<file path="src/hdl/mam_pkg.sv">
// Shared types, command codes and constants for the 3x3 matrix add/multiply block.
package mam_pkg;

	localparam int DIM_DEFAULT = 3;
	localparam int DATA_W      = 32;
	localparam int IDX_W       = 2;

	localparam logic [1:0] CMD_LOAD_A = 2'd0;
	localparam logic [1:0] CMD_LOAD_B = 2'd1;
	localparam logic [1:0] CMD_ADD    = 2'd2;
	localparam logic [1:0] CMD_MUL    = 2'd3;

	typedef struct packed {
		logic [1:0]               command;
		logic [IDX_W-1:0]         row_index;
		logic [IDX_W-1:0]         col_index;
		logic signed [DATA_W-1:0] element_value;
	} in_item_t;

	typedef struct packed {
		logic [IDX_W-1:0]         out_row;
		logic [IDX_W-1:0]         out_col;
		logic signed [DATA_W-1:0] out_value;
		logic                     is_last;
	} out_item_t;

	typedef struct packed {
		logic capture;   // register sum or product of the operands
		logic mul_mode;  // product rather than sum
		logic accum;     // add held term into the accumulator
		logic first;     // start the accumulator from zero
	} alu_ctrl_t;

endpackage

</file>
<file path="src/hdl/mam_ram.sv">
// Generic single-write, single-read RAM with registered read data.
module mam_ram #(
	parameter int WIDTH = 32,
	parameter int DEPTH = 9
) (
	input  logic                     clk,
	input  logic                     we,
	input  logic [$clog2(DEPTH)-1:0] waddr,
	input  logic [WIDTH-1:0]         wdata,
	input  logic                     re,
	input  logic [$clog2(DEPTH)-1:0] raddr,
	output logic [WIDTH-1:0]         rdata
);

	logic [WIDTH-1:0] mem [DEPTH];

	always_ff @(posedge clk) begin
		if (we) begin
			mem[waddr] <= wdata;
		end
		if (re) begin
			rdata <= mem[raddr];
		end
	end

endmodule

</file>
<file path="src/hdl/mam_alu.sv">
// Shared arithmetic unit: one adder/multiplier stage followed by an accumulator.
module mam_alu
	import mam_pkg::*;
(
	input  logic              clk,
	input  alu_ctrl_t         ctrl,
	input  logic [DATA_W-1:0] a_data,
	input  logic [DATA_W-1:0] b_data,
	output logic [DATA_W-1:0] acc
);

	logic [DATA_W-1:0] term_q;
	logic [DATA_W-1:0] acc_q;
	logic [DATA_W-1:0] prod;
	logic [DATA_W-1:0] sum;

	// low word of the product is all that survives the wrap
	assign prod = a_data * b_data;
	assign sum  = a_data + b_data;

	always_ff @(posedge clk) begin
		if (ctrl.capture) begin
			term_q <= ctrl.mul_mode ? prod : sum;
		end
		if (ctrl.accum) begin
			acc_q <= (ctrl.first ? '0 : acc_q) + term_q;
		end
	end

	assign acc = acc_q;

endmodule

</file>
<file path="src/hdl/mam_seq.sv">
// Sequencer: takes commands, drives store writes and reads, steps the shared unit, holds the result.
module mam_seq
	import mam_pkg::*;
#(
	parameter int DIM = DIM_DEFAULT
) (
	input  logic                          clk,
	input  logic                          arst_n,
	input  logic                          in_valid,
	output logic                          in_ready,
	input  in_item_t                      in_item,
	output logic                          out_valid,
	input  logic                          out_ready,
	output out_item_t                     out_item,
	output logic                          we_a,
	output logic                          we_b,
	output logic [$clog2(DIM*DIM)-1:0]    waddr,
	output logic [DATA_W-1:0]             wdata,
	output logic                          re,
	output logic [$clog2(DIM*DIM)-1:0]    raddr_a,
	output logic [$clog2(DIM*DIM)-1:0]    raddr_b,
	output alu_ctrl_t                     alu_ctrl,
	input  logic [DATA_W-1:0]             acc
);

	localparam int AW = $clog2(DIM*DIM);
	localparam int RW = $clog2(DIM);
	localparam logic [RW-1:0] LAST_IDX = RW'(DIM-1);
	localparam logic [3:0]    DIM_W4   = 4'(DIM);

	localparam logic [2:0] S_IDLE = 3'd0;
	localparam logic [2:0] S_READ = 3'd1;
	localparam logic [2:0] S_CAPT = 3'd2;
	localparam logic [2:0] S_ACC  = 3'd3;
	localparam logic [2:0] S_EMIT = 3'd4;

	logic [2:0]    state_q;
	logic [RW-1:0] r_q;
	logic [RW-1:0] c_q;
	logic [RW-1:0] k_q;
	logic          mul_q;
	logic          out_valid_q;
	out_item_t     out_item_q;

	logic accept;
	logic is_load;
	logic in_range;
	logic last_cell;
	logic emit_go;

	assign in_ready  = (state_q == S_IDLE);
	assign accept    = in_valid && in_ready;
	assign is_load   = (in_item.command == CMD_LOAD_A) || (in_item.command == CMD_LOAD_B);
	assign in_range  = ({2'b00, in_item.row_index} < DIM_W4) &&
	                   ({2'b00, in_item.col_index} < DIM_W4);
	assign last_cell = (r_q == LAST_IDX) && (c_q == LAST_IDX);
	assign emit_go   = (state_q == S_EMIT) && (!out_valid_q || out_ready);

	// store writes come straight from the accepted item
	assign we_a  = accept && (in_item.command == CMD_LOAD_A) && in_range;
	assign we_b  = accept && (in_item.command == CMD_LOAD_B) && in_range;
	assign waddr = AW'(AW'(in_item.row_index) * AW'(DIM) + AW'(in_item.col_index));
	assign wdata = in_item.element_value;

	// add reads A[r][c] and B[r][c]; multiply reads A[r][k] and B[k][c]
	assign re      = (state_q == S_READ);
	assign raddr_a = AW'(AW'(r_q) * AW'(DIM) + AW'(mul_q ? k_q : c_q));
	assign raddr_b = mul_q ? AW'(AW'(k_q) * AW'(DIM) + AW'(c_q))
	                       : AW'(AW'(r_q) * AW'(DIM) + AW'(c_q));

	always_comb begin
		alu_ctrl          = '0;
		alu_ctrl.capture  = (state_q == S_CAPT);
		alu_ctrl.mul_mode = mul_q;
		alu_ctrl.accum    = (state_q == S_ACC);
		alu_ctrl.first    = !mul_q || (k_q == '0);
	end

	always_ff @(posedge clk or negedge arst_n) begin
		if (!arst_n) begin
			state_q     <= S_IDLE;
			r_q         <= '0;
			c_q         <= '0;
			k_q         <= '0;
			mul_q       <= 1'b0;
			out_valid_q <= 1'b0;
		end else begin
			if (emit_go) begin
				out_valid_q <= 1'b1;
			end else if (out_ready) begin
				out_valid_q <= 1'b0;
			end
			unique case (state_q)
				S_IDLE: begin
					if (accept && !is_load) begin
						mul_q   <= (in_item.command == CMD_MUL);
						r_q     <= '0;
						c_q     <= '0;
						k_q     <= '0;
						state_q <= S_READ;
					end
				end
				S_READ: begin
					state_q <= S_CAPT;
				end
				S_CAPT: begin
					state_q <= S_ACC;
				end
				S_ACC: begin
					if (mul_q && (k_q != LAST_IDX)) begin
						k_q     <= k_q + RW'(1);
						state_q <= S_READ;
					end else begin
						state_q <= S_EMIT;
					end
				end
				S_EMIT: begin
					// hold until the output register is free
					if (emit_go) begin
						k_q <= '0;
						if (c_q == LAST_IDX) begin
							c_q <= '0;
							r_q <= r_q + RW'(1);
						end else begin
							c_q <= c_q + RW'(1);
						end
						state_q <= last_cell ? S_IDLE : S_READ;
					end
				end
				default: begin
					state_q <= S_IDLE;
				end
			endcase
		end
	end

	always_ff @(posedge clk) begin
		if (emit_go) begin
			out_item_q.out_row   <= IDX_W'(r_q);
			out_item_q.out_col   <= IDX_W'(c_q);
			out_item_q.out_value <= acc;
			out_item_q.is_last   <= last_cell;
		end
	end

	assign out_valid = out_valid_q;
	assign out_item  = out_item_q;

endmodule

</file>
<file path="src/hdl/matrix_add_multiply_3x3_top.sv">
// Top level of the matrix add/multiply block: stores, cleared-entry tracking, unit and sequencer.
//
// Usage: items arrive on in_valid/in_ready/in_item, results leave on
// out_valid/out_ready/out_item; an item moves when valid and ready are high
// at a rising edge of clk.
// A load item (command load A or load B) writes one element; a load whose
// row or column is not below DIM is dropped. Loads produce no result.
// An add item yields DIM*DIM results in row-major order, each through
// store read, add, accumulate and emit. A multiply item yields DIM*DIM dot
// products in the same order; the single multiplier takes the terms one
// after another, each through store read, multiply and accumulate, before
// the dot product is emitted. The last result carries is_last.
// in_ready is low from acceptance of an add or multiply until its last
// result sits in the output register; the next item may enter then.
// A stalled receiver holds the sequencer at its current result; no result
// is lost. Reset (arst_n low) clears both matrices at once through per-entry
// valid flags and drops any pending result.
module matrix_add_multiply_3x3_top
	import mam_pkg::*;
#(
	parameter int DIM = DIM_DEFAULT
) (
	input  logic      clk,
	input  logic      arst_n,
	input  logic      in_valid,
	output logic      in_ready,
	input  in_item_t  in_item,
	output logic      out_valid,
	input  logic      out_ready,
	output out_item_t out_item
);

	localparam int CELLS = DIM * DIM;
	localparam int AW    = $clog2(CELLS);

	logic              we_a;
	logic              we_b;
	logic [AW-1:0]     waddr;
	logic [DATA_W-1:0] wdata;
	logic              re;
	logic [AW-1:0]     raddr_a;
	logic [AW-1:0]     raddr_b;
	logic [DATA_W-1:0] ram_a;
	logic [DATA_W-1:0] ram_b;
	logic [DATA_W-1:0] a_data;
	logic [DATA_W-1:0] b_data;
	logic [DATA_W-1:0] acc;
	alu_ctrl_t         alu_ctrl;

	logic [CELLS-1:0]  va_q;
	logic [CELLS-1:0]  vb_q;
	logic              va_rd_q;
	logic              vb_rd_q;

	mam_seq #(.DIM(DIM)) u_seq (
		.clk       (clk),
		.arst_n    (arst_n),
		.in_valid  (in_valid),
		.in_ready  (in_ready),
		.in_item   (in_item),
		.out_valid (out_valid),
		.out_ready (out_ready),
		.out_item  (out_item),
		.we_a      (we_a),
		.we_b      (we_b),
		.waddr     (waddr),
		.wdata     (wdata),
		.re        (re),
		.raddr_a   (raddr_a),
		.raddr_b   (raddr_b),
		.alu_ctrl  (alu_ctrl),
		.acc       (acc)
	);

	mam_ram #(.WIDTH(DATA_W), .DEPTH(CELLS)) u_ram_a (
		.clk   (clk),
		.we    (we_a),
		.waddr (waddr),
		.wdata (wdata),
		.re    (re),
		.raddr (raddr_a),
		.rdata (ram_a)
	);

	mam_ram #(.WIDTH(DATA_W), .DEPTH(CELLS)) u_ram_b (
		.clk   (clk),
		.we    (we_b),
		.waddr (waddr),
		.wdata (wdata),
		.re    (re),
		.raddr (raddr_b),
		.rdata (ram_b)
	);

	// an entry never written since reset reads as zero
	always_ff @(posedge clk or negedge arst_n) begin
		if (!arst_n) begin
			va_q    <= '0;
			vb_q    <= '0;
			va_rd_q <= 1'b0;
			vb_rd_q <= 1'b0;
		end else begin
			if (we_a) begin
				va_q[waddr] <= 1'b1;
			end
			if (we_b) begin
				vb_q[waddr] <= 1'b1;
			end
			if (re) begin
				va_rd_q <= va_q[raddr_a];
				vb_rd_q <= vb_q[raddr_b];
			end
		end
	end

	assign a_data = va_rd_q ? ram_a : '0;
	assign b_data = vb_rd_q ? ram_b : '0;

	mam_alu u_alu (
		.clk    (clk),
		.ctrl   (alu_ctrl),
		.a_data (a_data),
		.b_data (b_data),
		.acc    (acc)
	);

`ifndef SYNTHESIS
	// a stalled result stays put until the receiver takes it
	assert property (@(posedge clk) disable iff (!arst_n)
		out_valid && !out_ready |=> out_valid && $stable(out_item))
		else $error("stalled result changed or dropped");

	// an earlier result of a matrix never coexists with a ready input
	assert property (@(posedge clk) disable iff (!arst_n)
		out_valid && !out_item.is_last |-> !in_ready)
		else $error("input ready mid-matrix");

	// add and multiply items start a sequence that blocks the input
	assert property (@(posedge clk) disable iff (!arst_n)
		in_valid && in_ready &&
		(in_item.command == CMD_ADD || in_item.command == CMD_MUL) |=> !in_ready)
		else $error("compute item did not start the sequencer");
`endif

endmodule

</file>
<file path="config.mk">
export PLATFORM = sky130hd
export DESIGN_NAME = matrix_add_multiply_3x3_top
export DESIGN_NICKNAME = d
export VERILOG_FILES = /design/src/hdl/mam_pkg.sv /design/src/hdl/mam_ram.sv /design/src/hdl/mam_alu.sv /design/src/hdl/mam_seq.sv /design/src/hdl/matrix_add_multiply_3x3_top.sv
export SDC_FILE = /design/constraint.sdc
export NUM_CORES = 2
export LEC_CHECK = 0
export BUFFER_PORTS_ARGS = -buffer_cell sky130_fd_sc_hd__clkbuf_2
export CORE_MARGIN = 5
export CORE_UTILIZATION = 50
export DETAILED_ROUTE_END_ITERATION = 8
export PLACE_DENSITY = 0.66
export RECOVER_POWER = 50
export SYNTH_ARGS = -nofsm -noshare
export SYNTH_HDL_FRONTEND = slang
export SYNTH_SLANG_ARGS = --single-unit
</file>
<file path="constraint.sdc">
create_clock -name clk -period 11.2 [get_ports clk]
set_input_delay 1.68 -clock clk [delete_from_list [all_inputs] [get_ports clk]]
set_output_delay 1.68 -clock clk [all_outputs]
set_load 0.01 [all_outputs]
</file>
==> flow_results.org <==
** Clock tree
- Total clock buffers created by CTS :: 79
- Latest clock arrival within the worst-skew pair :: 670 ps
- The clock drives 772 sinks.
- TritonCTS built the clock tree.
- Post-CTS setup buffers :: 0
- In this run the number of H-tree levels came out at 3.
- Clock-pin slew on the worst setup and hold paths :: 60 ps
- The longest clock path from root to sink contains 3 buffers.
- Root buffer cell :: sky130_fd_sc_hd__clkbuf_16
- For this design, the CTS-stage hold fixing added 0 buffers.
- Once the clock tree was built, the resizer swapped 0 gates to a different size.

** Detailed routing
- Total Routed Length :: 125,000 µm
- Dividing the detail-routed via count by the number of cells gives 5.69.
- Signal routing reaches up to met5.
- Routed length per instance :: 23.4 µm
- For this block, wires on met1 add up to 50,300 µm.
- Wire segments on met3 add up to 8660 µm in the final route.
- Detailed-routed wire length on met2 :: 60,600 µm
- In this run the remaining antenna-violating nets after routing total 0.
- Number of remaining DRC errors :: 0
- Count of TritonRoute iterations in the first routing pass :: 5
- Via count of the routed design :: 30,300
- Initial detailed-routing violation count :: 2,887

** Global route
- Entering global routing, the biggest net connects 70 pins.
- The number of global-route vias before repair is 30,900.
- Summed over all layers, the global routing overflow is 0.
- The number of antenna violations at the first check in global routing is 2.
- Global-route wire length before repair :: 190,000 µm
- Global routing used 24.5% of the available tracks across all layers.

** Setup path
- Along the worst path, the maximum fanout reaches 29.
- Category of the critical setup timing path :: register to register
- Among cell families on the critical path, the largest total delay comes from adder cells.
- Counting both buffers and inverters, the worst setup path holds a total of 4.
- STA puts the critical path data required time at 11,600 ps.
- Max stage delay on crit path :: 740 ps
- The slowest stage of the critical path is the sky130_fd_sc_hd__dfrtp_1 cell.
- Crit. End Element :: register
- Sort of element at the start of the critical path :: register
- Endpoint arrival time on the critical path :: 9600 ps
- Critical Path, Cell by Cell :: buf_4, nand2_1, inv_1, ha_1, fa_1, inv_1, fa_1, fa_1, fa_1, fa_1, inv_1, fa_1, fa_1, fa_1, ha_1, nand3_1, nor2_1, a2111oi_0, o21ai_0, a41oi_1, o31ai_1, a31oi_1, xor2_1, mux2i_1
- The cell that appears most often on the critical path is sky130_fd_sc_hd__fa_1.

** STA
- Final period utilization :: 82.1%
- Hold Vio Cnt, Final :: 0
- Based on the critical path, the design can be clocked at up to 109 MHz.
- Final critical path time including I/O delays and setup :: 9200 ps
- Max-slew violation count :: 208
- The clock arrives with 50.4 ps of skew.
- For the pin with the worst max-slew slack, the measured transition is 4180 ps.
- RSZ-0062 raised after global routing :: false
- The worst pin sits at a relative slew slack of -179%.
- After routing, the total negative slack on setup checks comes to 0 ps.
- Setup-failing EPs final :: 0

** Run status
- Failing checks :: capacitance limit, slew limit
- Status :: finished with violations

** Yosys
- For this run, the number of Yosys warnings is 0.
- Synthesis produced a netlist with a net count of 4,603.
- Number of distinct library cells after synthesis :: 66
- Counting flops with an async set or reset pin after synthesis yields a share of 4.02%.
- After technology mapping, the gate count stands at 3,946.
- The synthesized design contains 772 register bits.
- Avg Synthesized Cell Area :: 12.0 µm²
- Sequential elements use 48.5% of the synthesized area.
- Among all flip-flop cells after synthesis, the most frequent one is sky130_fd_sc_hd__edfxtp_1.
- Yosys mapped a number of flops with a built-in enable equal to 741.
- Summing every instance area after synthesis gives 47,400 µm².

** Placement
- Weighted congestion at the end of routability-driven global placement :: 0.999
- Detailed placement ended at an HPWL of 85,000 µm.
- Cell Area, Placed :: 49,400 µm²
- Number of port buffers :: 80

** Floorplanning
- The die covers 101,000 µm².
- Cell row count :: 113
- Measured along the y axis, the die boundary spans 318 µm.
- Placeable Area :: 94,600 µm²
- In this run the horizontal extent of the chip is 318 µm.
- 81 I/O pins were placed.
- Initial core utilization :: 50.2%

** Layout
- In the final layout, the share of cells above drive strength 1 is 8.30%.
- Post-route cell area :: 51,900 µm²
- Relative to the synthesized area, the layout overhead comes to 9.30%.
- Count of nets after finishing :: 4,659

** Power
- Leakage power :: 20.8 nW
- Power spread over the standard cell area amounts to 240 nW/µm².
- Maximum resistive drop on vdd :: 0.000227 V

** Hold path
- The path class of the tightest hold or removal check is register to register.

** Flow run
- Max cap viols :: 5
## registers in the layout, indices dropped and copies added (netlist names), 2 cells and up
register / count
u_ram_b.mem: 288
u_seq.r_q: 2
u_seq.out_item: 37
u_seq.c_q: 2
u_ram_a.mem: 288
u_seq.k_q: 2
u_alu.term_q: 32
u_ram_a.rdata: 32
u_ram_b.rdata: 32
va_q: 9
u_seq.state_q: 3
vb_q: 9
u_alu.acc: 32
## cell type report
cell class	instances	area (µm²)
clock inverters	41	414
fillers	7911	42700
inverters	473	1780
repair buffers	133	741
flip-flops and latches	772	23000
diodes	2	5.00
multi-input cells	2543	22200
clock buffers	99	2070
well taps	1265	1580
## worst paths after layout
kind	from	to	slack, ps	cells after the start
max	vb_rd_q$_DFFE_PN0P_	u_alu.term_q[30]$_DFFE_PP_	2000	24
min	u_alu.acc[3]$_DFFE_PP_	u_seq.out_item[4]$_DFFE_PP_	390	0
max reg2reg	vb_rd_q$_DFFE_PN0P_	u_alu.term_q[30]$_DFFE_PP_	2000	24
max in group asynchronous	arst_n	u_seq.mul_q$_DFFE_PN0P_	8420	1
min reg2reg	u_alu.acc[3]$_DFFE_PP_	u_seq.out_item[4]$_DFFE_PP_	390	0
min in group asynchronous	arst_n	u_seq.k_q[1]$_DFFE_PN0P_	1530	1
## cells in the final DEF (no fill, tap or decap), drive strengths merged, types with 40 or more instances in the layout
master	count
xnor2	93
and2	48
nand2	562
inv	459
nor2	437
fa	416
edfxtp	741
a31oi	41
clkbuf	183
mux4	70
ha	199
a21oi	142
buf	49
clkinv	47
nand3	89
and3	40
o21ai	60
## cells by family (layout without fill, tap and decap cells)
logic type | Yosys count | in the layout | share of synthesized area (%)
AO/OA/AOI/OAI | 397 | 397 | 5.30
XOR/XNOR | 135 | 135 | 2.67
adder cells (fa/ha/maj) | 615 | 615 | 22.8
buffers and inverters | 631 | 746 | 5.04
flip-flops | 772 | 772 | 48.5
multiplexers | 114 | 114 | 4.27
other | 0 | 2 | 0
AND/OR/NAND/NOR | 1282 | 1282 | 11.4
## power breakdown
part | switching (mW) | total, mW | internal (mW)
clock | 1.10 | 2.52 | 1.42
combinational | 3.92 | 6.00 | 2.08
sequential | 0.217 | 3.93 | 3.72
total | 5.23 | 12.5 | 7.22
## cell usage after synthesis, types with 36 or more instances
| library cell | instances | share of area [%] |
|---|---|---|
| sky130_fd_sc_hd__ha_1 | 199 | 5.2 |
| sky130_fd_sc_hd__nand2_1 | 562 | 4.4 |
| sky130_fd_sc_hd__fa_1 | 416 | 18 |
| sky130_fd_sc_hd__clkbuf_1 | 130 | 1.0 |
| sky130_fd_sc_hd__xor2_1 | 36 | 0.66 |
| sky130_fd_sc_hd__mux2i_1 | 38 | 0.80 |
| sky130_fd_sc_hd__edfxtp_1 | 741 | 47 |
| sky130_fd_sc_hd__o21ai_0 | 55 | 0.58 |
| sky130_fd_sc_hd__mux4_2 | 70 | 3.3 |
| sky130_fd_sc_hd__nand3_1 | 89 | 0.94 |
| sky130_fd_sc_hd__nor2_1 | 437 | 3.5 |
| sky130_fd_sc_hd__and3_1 | 40 | 0.53 |
| sky130_fd_sc_hd__xnor2_1 | 93 | 1.7 |
| sky130_fd_sc_hd__a31oi_1 | 41 | 0.54 |
| sky130_fd_sc_hd__a21oi_1 | 142 | 1.5 |
| sky130_fd_sc_hd__and2_1 | 48 | 0.63 |
| sky130_fd_sc_hd__inv_1 | 455 | 3.6 |
## routing by layer
layer / up-vias / track usage [%]
met4: 2 / 8.85
met5: - / 0
met2: 1226 / 41.0
met3: 294 / 4.25
li1: 13500 / -
met1: 15300 / 32.7
## per-stage QoR
step / total power, mW / util (%) / cells / hold slack, ps / worst slack, ps
4_1_cts: 12.5 / 54.9 / 5326 / 393 / 2210
3_5_place_dp: 9.90 / 52.3 / 5186 / 425 / 2190
6_report: 12.5 / 54.8 / 5328 / 393 / 2000
3_3_place_gp: 9.86 / 52.3 / 5186 / 424 / 2360
5_1_grt: 13.2 / 54.8 / 5326 / 409 / 1650
2_1_floorplan: 7.93 / - / 3946 / 417 / 3570
Power figures use the tool's default switching activity.
